`src/rtl/core/icseq_pkg.sv`:
```
package icseq_pkg;

    // Action codes of an input item
    localparam logic [1:0] ACT_BEGIN_WRITE = 2'd0;
    localparam logic [1:0] ACT_BEGIN_READ  = 2'd1;
    localparam logic [1:0] ACT_BUS_DONE    = 2'd2;

    // R/W bit of the address byte
    localparam logic RW_WRITE = 1'b0;
    localparam logic RW_READ  = 1'b1;

    // Transaction step, one-hot
    typedef enum logic [9:0] {
        PH_IDLE  = 10'b00_0000_0001,
        PH_ADDRW = 10'b00_0000_0010,
        PH_REG   = 10'b00_0000_0100,
        PH_WDATA = 10'b00_0000_1000,
        PH_WNEXT = 10'b00_0001_0000,
        PH_RPT   = 10'b00_0010_0000,
        PH_ADDRR = 10'b00_0100_0000,
        PH_RECV  = 10'b00_1000_0000,
        PH_ACK   = 10'b01_0000_0000,
        PH_STOP  = 10'b10_0000_0000
    } t_phase;

    // Commands to the byte-level bus engine
    typedef enum logic [2:0] {
        CMD_START = 3'd0,
        CMD_SEND  = 3'd1,
        CMD_RPT   = 3'd2,
        CMD_RCEN  = 3'd3,
        CMD_ACK   = 3'd4,
        CMD_STOP  = 3'd5
    } t_cmd;

    // Sequencer state
    typedef struct packed {
        t_phase      phase;
        logic        is_read;
        logic [7:0]  bytes_done;
        logic [7:0]  bytes_wanted;
        logic [6:0]  target_address;
        logic [7:0]  target_register;
    } t_state;

    // One result item
    typedef struct packed {
        t_cmd        command;
        logic [7:0]  tx_byte;
        logic        nack;
        logic [7:0]  rx_byte;
        logic        rx_valid;
        logic [7:0]  byte_position;
        logic        done_res;
    } t_result;

    localparam t_result RESULT_NONE = '{
        command:       CMD_START,
        tx_byte:       8'd0,
        nack:          1'b0,
        rx_byte:       8'd0,
        rx_valid:      1'b0,
        byte_position: 8'd0,
        done_res:      1'b0
    };

endpackage

```
`src/rtl/core/icseq_step.sv`:
```
module icseq_step (
    input  icseq_pkg::t_state  i_state,
    input  logic [1:0]         i_action,
    input  logic [6:0]         i_device_address,
    input  logic [7:0]         i_register_index,
    input  logic [7:0]         i_byte_count,
    input  logic [7:0]         i_bus_byte,
    output icseq_pkg::t_state  o_state,
    output icseq_pkg::t_result o_result,
    output logic               o_has_result
);
    import icseq_pkg::*;

    logic [7:0] addr_w;
    logic [7:0] addr_r;
    logic       last;

    assign addr_w = {i_state.target_address, RW_WRITE};
    assign addr_r = {i_state.target_address, RW_READ};
    assign last   = (i_state.bytes_done == i_state.bytes_wanted);

    // Next state and result for one item
    always_comb begin
        o_state      = i_state;
        o_result     = RESULT_NONE;
        o_has_result = 1'b0;

        if (i_action == ACT_BEGIN_WRITE || i_action == ACT_BEGIN_READ) begin
            // begin is dropped while a transaction runs
            if (i_state.phase == PH_IDLE) begin
                o_state.is_read         = (i_action == ACT_BEGIN_READ);
                o_state.target_address  = i_device_address;
                o_state.target_register = i_register_index;
                o_state.bytes_wanted    = i_byte_count;
                o_state.bytes_done      = 8'd0;
                o_state.phase           = PH_ADDRW;
                o_result.command        = CMD_START;
                o_has_result            = 1'b1;
            end
        end else if (i_action == ACT_BUS_DONE) begin
            o_has_result = 1'b1;
            unique case (i_state.phase)
                PH_ADDRW: begin
                    o_result.command = CMD_SEND;
                    o_result.tx_byte = addr_w;
                    o_state.phase    = PH_REG;
                end
                PH_REG: begin
                    o_result.command = CMD_SEND;
                    o_result.tx_byte = i_state.target_register;
                    o_state.phase    = i_state.is_read ? PH_RPT : PH_WDATA;
                end
                PH_WDATA, PH_WNEXT: begin
                    if (i_state.phase == PH_WNEXT && last) begin
                        o_result.command  = CMD_STOP;
                        o_result.done_res = 1'b1;
                        o_state.phase     = PH_IDLE;
                    end else begin
                        o_result.command       = CMD_SEND;
                        o_result.tx_byte       = i_bus_byte;
                        o_result.byte_position = i_state.bytes_done;
                        o_state.bytes_done     = i_state.bytes_done + 8'd1;
                        o_state.phase          = PH_WNEXT;
                    end
                end
                PH_RPT: begin
                    o_result.command = CMD_RPT;
                    o_state.phase    = PH_ADDRR;
                end
                PH_ADDRR: begin
                    o_result.command = CMD_SEND;
                    o_result.tx_byte = addr_r;
                    o_state.phase    = PH_RECV;
                end
                PH_RECV: begin
                    o_result.command   = CMD_RCEN;
                    o_state.bytes_done = i_state.bytes_done + 8'd1;
                    o_state.phase      = PH_ACK;
                end
                PH_ACK: begin
                    o_result.command       = CMD_ACK;
                    o_result.nack          = last;
                    o_result.rx_byte       = i_bus_byte;
                    o_result.rx_valid      = 1'b1;
                    o_result.byte_position = i_state.bytes_done - 8'd1;
                    o_state.phase          = last ? PH_STOP : PH_RECV;
                end
                PH_STOP: begin
                    o_result.command  = CMD_STOP;
                    o_result.done_res = 1'b1;
                    o_state.phase     = PH_IDLE;
                end
                default: begin
                    // done event while idle: no result
                    o_has_result  = 1'b0;
                    o_state.phase = PH_IDLE;
                end
            endcase
        end
    end

endmodule

```
`src/rtl/core/icseq_out_reg.sv`:
```
module icseq_out_reg (
    input  logic               i_clk,
    input  logic               i_rst_n,
    input  logic               i_load,
    input  logic               i_has_result,
    input  icseq_pkg::t_result i_result,
    input  logic               i_ready,
    output logic               o_valid,
    output logic               o_free,
    output icseq_pkg::t_result o_result
);
    import icseq_pkg::*;

    logic    r_valid;
    logic    n_valid;
    t_result r_result;

    // Room for a new item when empty or draining this cycle
    assign o_free = !r_valid || i_ready;

    always_comb begin
        n_valid = r_valid;
        if (i_load) begin
            n_valid = i_has_result;
        end else if (i_ready) begin
            n_valid = 1'b0;
        end
    end

    always_ff @(posedge i_clk) begin
        if (!i_rst_n) begin
            r_valid <= 1'b0;
        end else begin
            r_valid <= n_valid;
        end
    end

    // Payload needs no reset
    always_ff @(posedge i_clk) begin
        if (i_load && i_has_result) begin
            r_result <= i_result;
        end
    end

    assign o_valid  = r_valid;
    assign o_result = r_result;

endmodule

```
`src/rtl/core/i2c_register_transaction_sequencer.sv`:
```
// I2C register transaction sequencer: a begin item (write or read) issues a start command,
// and every bus-done item after it issues the next command of the transaction to the
// byte-level bus engine, through stop. One item is accepted every cycle while the result
// register has room; it is decoded against the sequencer state in a single pass and
// its command, if any, lands in the result register, which also holds a result while the
// downstream side stalls. Input ready drops only while that register is full and not being
// taken. Begin items during a transaction, done items while idle and action code 3 yield
// no command. A byte count of 0 transfers 256 bytes.
module i2c_register_transaction_sequencer (
    input  logic       i_clk,
    input  logic       i_rst_n,
    input  logic       i_valid,
    output logic       o_ready,
    input  logic [1:0] i_action,
    input  logic [6:0] i_device_address,
    input  logic [7:0] i_register_index,
    input  logic [7:0] i_byte_count,
    input  logic [7:0] i_bus_byte,
    output logic       o_valid,
    input  logic       i_ready,
    output logic [2:0] o_command,
    output logic [7:0] o_tx_byte,
    output logic       o_nack,
    output logic [7:0] o_rx_byte,
    output logic       o_rx_valid,
    output logic [7:0] o_byte_position,
    output logic       o_done_res
);
    import icseq_pkg::*;

    t_state  r_state;
    t_state  n_state;
    t_result step_result;
    t_result out_result;
    logic    step_has_result;
    logic    out_free;
    logic    accept;

    assign o_ready = out_free;
    assign accept  = i_valid && out_free;

    // Decode one item
    icseq_step u_step (
        .i_state          (r_state),
        .i_action         (i_action),
        .i_device_address (i_device_address),
        .i_register_index (i_register_index),
        .i_byte_count     (i_byte_count),
        .i_bus_byte       (i_bus_byte),
        .o_state          (n_state),
        .o_result         (step_result),
        .o_has_result     (step_has_result)
    );

    // Sequencer state
    always_ff @(posedge i_clk) begin
        if (!i_rst_n) begin
            r_state.phase           <= PH_IDLE;
            r_state.is_read         <= 1'b0;
            r_state.bytes_done      <= 8'd0;
            r_state.bytes_wanted    <= 8'd0;
            r_state.target_address  <= 7'd0;
            r_state.target_register <= 8'd0;
        end else if (accept) begin
            r_state <= n_state;
        end
    end

    // Result register
    icseq_out_reg u_out_reg (
        .i_clk        (i_clk),
        .i_rst_n      (i_rst_n),
        .i_load       (accept),
        .i_has_result (step_has_result),
        .i_result     (step_result),
        .i_ready      (i_ready),
        .o_valid      (o_valid),
        .o_free       (out_free),
        .o_result     (out_result)
    );

    assign o_command       = out_result.command;
    assign o_tx_byte       = out_result.tx_byte;
    assign o_nack          = out_result.nack;
    assign o_rx_byte       = out_result.rx_byte;
    assign o_rx_valid      = out_result.rx_valid;
    assign o_byte_position = out_result.byte_position;
    assign o_done_res      = out_result.done_res;

endmodule

```
`config.mk`:
```
export PLATFORM = sky130hd
export DESIGN_NAME = i2c_register_transaction_sequencer
export DESIGN_NICKNAME = d
export VERILOG_FILES = /design/src/rtl/core/icseq_pkg.sv /design/src/rtl/core/icseq_step.sv /design/src/rtl/core/icseq_out_reg.sv /design/src/rtl/core/i2c_register_transaction_sequencer.sv
export SDC_FILE = /design/constraint.sdc
export NUM_CORES = 1
export LEC_CHECK = 0
export BUFFER_PORTS_ARGS = -buffer_cell sky130_fd_sc_hd__buf_2
export CORE_ASPECT_RATIO = 1.1
export CORE_UTILIZATION = 59
export DETAILED_ROUTE_END_ITERATION = 16
export PLACE_DENSITY = 0.83
export SYNTH_ARGS = -nofsm -noshare
export SYNTH_HDL_FRONTEND = slang
export SYNTH_SLANG_ARGS = --single-unit
```
`constraint.sdc`:
```
create_clock -name i_clk -period 9.58 [get_ports i_clk]
set_clock_uncertainty 0.05 [all_clocks]
set_input_delay 0.479 -clock i_clk [delete_from_list [all_inputs] [get_ports i_clk]]
set_output_delay 0.479 -clock i_clk [all_outputs]
set_load 0.005 [all_outputs]
```
* After elaboration in Yosys (flattened, before gate mapping) *
Cells that the tools add are included.
W data, S select, Z words.

storage, ports and cells
  register bits = 73
  output and inout port bits = 32
  logic and storage cells = 77

cells by class
  add/sub/neg operators = 2
  equality and inequality tests = 15
  mux-type cells = 26
  bitwise gates (word level) = 2
  reduce and logical (&&, ||, !) cells = 18

operator list
  kind                    count
  $pmux W10 S7            1
  $mux W42                1
  $mux W8                 5
  $pmux W8 S2             2
  $pmux W8 S4             1
  $mux W10                3
  $pmux W3 S6             1
  $eq A10 B1 Y1 const B   1
  $eq A10 B10 Y1 const B  1
  $eq A10 B2 Y1 const B   1
  $eq A10 B3 Y1 const B   1
  $eq A10 B4 Y1 const B   1
  $eq A10 B5 Y1 const B   1
  $eq A10 B6 Y1 const B   1
  $eq A10 B7 Y1 const B   1
  $eq A10 B8 Y1 const B   1
  $eq A10 B9 Y1 const B   1
  $reduce_or A9 Y1        1
  $add A8 B1 Y8 const B   1
  $eq A8 B8 Y1            1
  $mux W1                 8
  $sub A8 B1 Y8 const B   1
  $mux W6                 1
  $reduce_and A3 Y1       2
  17 further kinds        24

* Logic depth before layout (Yosys ltp) *
  depth in word-level cells = 6
  gate-level depth with buffers = 8

* Cells and area by module *
A second synthesis with hierarchy kept.

second synthesis, totals
  cell total of the unflattened synthesis = 517
  area total of the unflattened synthesis = 4,259.1 µm²

by module, submodules not included
  module                              instances  cells each  area an instance (µm²)  sequential area each (µm²)
  i2c_register_transaction_sequencer  1          193         1,773.0                 840.8
  icseq_step                          1          289         1,534.0                 0.0
  icseq_out_reg                       1          35          952.2                   920.9

* Worst setup path before layout *
Ideal clock, no wire load.

  path kind = flip-flop to flip-flop
  start point = register r_state[38] in the netlist's numbering
  end point = register u_out_reg.r_result, in the netlist u_out_reg.o_result[0], enable pin
  setup time = 0.429 ns
  arrival = 3.446 ns
  slack = 5.655 ns
  cell stages (with the launch flop) = 7
  clock period less this slack = 3.925 ns
  cell sequence = dfxtp_1 > buf_6 > or4_4 > or4_2 > o21ai_0 > a211oi_1 > a21oi_1

between the ends
  longest elaborated chain between the ends = 6
  elaborated cells between the ends (all ways) = 16
  those cells by class = eq/ne: 10; mux: 4; reduce/logical: 2

RTL lines
  element                                      line                                      RTL
  start: declaration                           i2c_register_transaction_sequencer.sv:31  t_state r_state;
  start signal: assignment                     i2c_register_transaction_sequencer.sv:65  r_state <= n_state;
  $eq A10 B6 Y1, or another cell as far along  icseq_step.sv:42                          unique case (i_state.phase)
  $reduce_or A9 Y1 (no line)                   -
  $mux W1                                      icseq_step.sv:42
  $mux W1                                      icseq_step.sv:40                          end else if (i_action == ACT_BUS_DONE) begin
  $mux W1 (*)                                  icseq_step.sv:28                          if (i_action == ACT_BEGIN_WRITE || i_action == ACT_BEGIN_READ) begin
  $logic_and A1 B1 Y1 (*)                      icseq_out_reg.sv:40                       if (i_load && i_has_result) begin
  end signal: assignment                       icseq_out_reg.sv:41                       r_result <= i_result;
  end: declaration                             icseq_out_reg.sv:16                       t_result r_result;

Every way passes the cells marked *; elsewhere a longest branch is shown, timed or not.
A chain may end at the register's enable or synchronous reset.

* Final worst setup path *
  start point = register r_state[38] in the netlist's numbering
  end point = register u_out_reg.r_result, in the netlist u_out_reg.o_result[15], enable pin

The elaborated chain is that of the path after synthesis.

==> flow_summary.yaml <==
status:
  status: "complete, no violations"
min_path:
  hold_class: "input pin to register"
place:
  place_area_sq_um: 3860
  numPortBuffers: 68
  place_congestion: 0.914
  dp_cells: 499
  dp_hpwl_mm: 5.32
  pre_cts_ws_ns: 6.54
cells_and_area:
  fin_cells: 515
  nFillCells: 457
  nets: 472
  antennaDiodeCount: 0
  syn2layout_area_growth_pct: 14.6
  drive_gt1_share_pct: 23.7
  final_cell_area_sq_um: 4040
worst_setup_path:
  rr_endpoint: "u_out_reg.o_result[15]$_SDFFCE_PP0P_"
  cp.depth: 6
  crit_path_start_kind: "register"
  critical_path.top_delay_family: "simple AND/OR/NAND/NOR gates"
  crit_required_ns: 9.54
  critPathKind: "register to register"
  timing.rr.start: "r_state[38]$_SDFFE_PN0P_"
  crit_slowest_cell: "or4_2"
  r2r_cells: 6
  cp-endpoint: "u_out_reg.o_result[15]$_SDFFCE_PP0P_"
  critPathMaxFanout: 30
  cpPeakStageDelay_ns: 0.69
  path_buf_inv: 1
  cp-end-kind: "register"
  worst-r2r-setup-slack_ns: 6.47
  crit_arrival_ns: 3.07
  startpoint: "r_state[38]$_SDFFE_PN0P_"
  crit_chain: "or4_2 > nor3_1 > and2_1 > a211oi_1 > a21oi_2 > buf_4"
logic_synthesis:
  synth_most_common_cell: "nand2_1"
  synth-xor-area-share_pct: 4.22
  syn_inst: 379
  synthArstFlopShare_pct: 0
  synth_top_area_cell: "edfxtp_1"
  synth_top_cells_by_area: "edfxtp_1 (26%), dfxtp_1 (24%), nand2_1 (7.3%), a21boi_0 (6.4%), xnor2_1 (3.7%)"
  synth_top_family_by_area: "simple AND/OR/NAND/NOR gates"
  synth_edf_count: 30
  syn_area_sq_um: 3530
  synthSimpleGateAreaFrac_pct: 24.0
  yosysUniqueCellTypes: 51
  syn_area_per_cell_sq_um: 9.31
  synth_ff_type: "dfxtp_1"
  ys_seq_area_share_pct: 49.9
  synthAdderAreaFrac_pct: 0.709
  syn-num-nets: 418
  synth_seq_cells: 73
  synth_common_cells: "nand2_1 (69), dfxtp_1 (43), a21boi_0 (30), edfxtp_1 (30), nor2_1 (26)"
  synth_compound_area_share_pct: 17.1
  yosys-mux-area-fraction_pct: 0
  yosys.area.top_type_share_pct: 25.5
  yosysWarnings: 0
sta:
  final_hold_viol_count: 0
  relSlewSlack_pct: 38.2
  min_period_ns: 3.11
  fmax_ghz: 0.322
  worst_slew_pin_slew_ns: 0.924
  rsz0062_at_grt: "false"
  worst_hold_slack_ns: 0.320
  finalCritPeriodShare_pct: 32.5
  setup_slack_ns: 6.47
  setup_viol: 0
  slew_viol_final: 0
  final.setup.tns_ns: 0
clock_tree:
  cts.repair.resized: 0
  clock-sinks: 73
  cts_buffers: 9
  cts_tree: "yes"
  htreeDepth: 3
  clockBufferDepth: 2
  cts-hold-fix-buffers: 0
  post_cts_buffers: 0
  clk_latency_ns: 0.35
  cts_root_buffer: "clkbuf_8"
  clk_pin_slew_worst_paths_ns: 0.08
grt:
  gr-usage-met3_pct: 4.61
  antenna_found_initial: 0
  first_global_vias: 2691
  use_met2_pct: 39.6
  grt_use_met1_pct: 38.8
  overflow: 0
  grt_use_total_pct: 26.9
  grt_max_degree: 40
  top_usage_layer: "met2"
  grt_pass1_wl_mm: 12.8
floorplan:
  rows: 29
  die_w_um: 75.7
  io_pins: 69
  die_h_um: 83.1
  start_util_pct: 61.1
  die_area_sq_um: 6290
  core-area_sq_um: 5770
route:
  final_antenna_net_count: 0
  routedWlPerCell_um: 14.7
  drtIter0Drc: 228
  dr.pass1.iters: 6
  vias: 2948
  viasPerCell: 5.72
  wl_mm: 7.55
  drc: 0
power:
  power_density_nw_per_um2: 151
  p_leak_nw: 1.50
  vdd_ir_drop_max_uv: 116
job:
  drv_cap: 0
power by group:
| part | leakage, nW | switching (mW) | total (mW) | internal [mW] |
|---|---|---|---|---|
| Clock | 0.0890 | 0.116 | 0.217 | 0.101 |
| Sequential | 0.635 | 0.00607 | 0.340 | 0.333 |
| Combinational | 0.773 | 0.0337 | 0.0548 | 0.0212 |
cells in the final DEF (no fill, tap or decap), drive strengths merged, types with 2 or more instances in the layout:
cell type	instances
a211oi	4
clkinvlp	2
nor4	5
o21ai	12
or3	9
nor3	7
or2	4
a21oi	17
a22oi	5
and4	2
nand2	69
buf	69
a222oi	3
a31oi	2
xnor2	15
o211ai	2
dfxtp	43
nor2	27
ha	2
nor2b	4
clkinv	2
and3	15
nand4	5
a2111oi	2
nand2b	3
inv	10
xor2	2
and2	4
clkbuf	10
a21boi	30
or4	5
nand3b	2
nand3	7
edfxtp	30
layer usage:
metal | part of all wire, % | up-vias
met5 | 0 | -
met4 | 1.8 | 0
met3 | 6.9 | 10
met2 | 46 | 132
met1 | 46 | 1350
li1 | - | 1456
worst min-delay path, stage by stage:
cell and delay, ns:
buf_2 0.09, nand2_1 0.04, a21boi_0 0.06
registers in the layout, indices dropped and copies added, names as in the netlist:
signal and flops:
r_state 42, u_out_reg.o_valid 1, u_out_reg.o_result 30
final cells by class:
cell class                 count  area [sq um]  area share (%)
multi-input combinational    272          1630            40.3
tap                           77          96.3            2.38
sequential                    73          1760            43.6
clock inverter                 6          40.0           0.991
inverter                       8          30.0           0.743
timing repair buffer          69           348            8.61
clock buffer                  10           138            3.41
kinds of logic (layout without fill, tap and decap cells):
kind of cell / after synthesis / in the layout
compound gates: 84 / 84
flops: 73 / 73
xor+xnor: 17 / 17
fa+ha+maj: 2 / 2
simple gates: 169 / 169
buf+inv: 34 / 93
worst min path at each step:
stage          cells past startpoint                     start                  endpoint
3_3_place_gp                       2   r_state[7]$_SDFFE_PN0P_   r_state[7]$_SDFFE_PN0P_
2_1_floorplan                      2  r_state[11]$_SDFFE_PN0P_  r_state[11]$_SDFFE_PN0P_
5_1_grt                            3       i_register_index[3]   r_state[3]$_SDFFE_PN0P_
4_1_cts                            3       i_device_address[1]   r_state[9]$_SDFFE_PN0P_
3_5_place_dp                       2   r_state[1]$_SDFFE_PN0P_   r_state[1]$_SDFFE_PN0P_
6_report                           3       i_device_address[1]   r_state[9]$_SDFFE_PN0P_
metrics by stage:
stage	total power, mW	util (%)
after global placement	0.399	67.0
final	0.612	70.0
after global routing	0.634	70.0
after detailed placement	0.401	67.0
after floorplan	0.380	-
after CTS	0.615	70.0
Power figures use the tool's default switching activity.
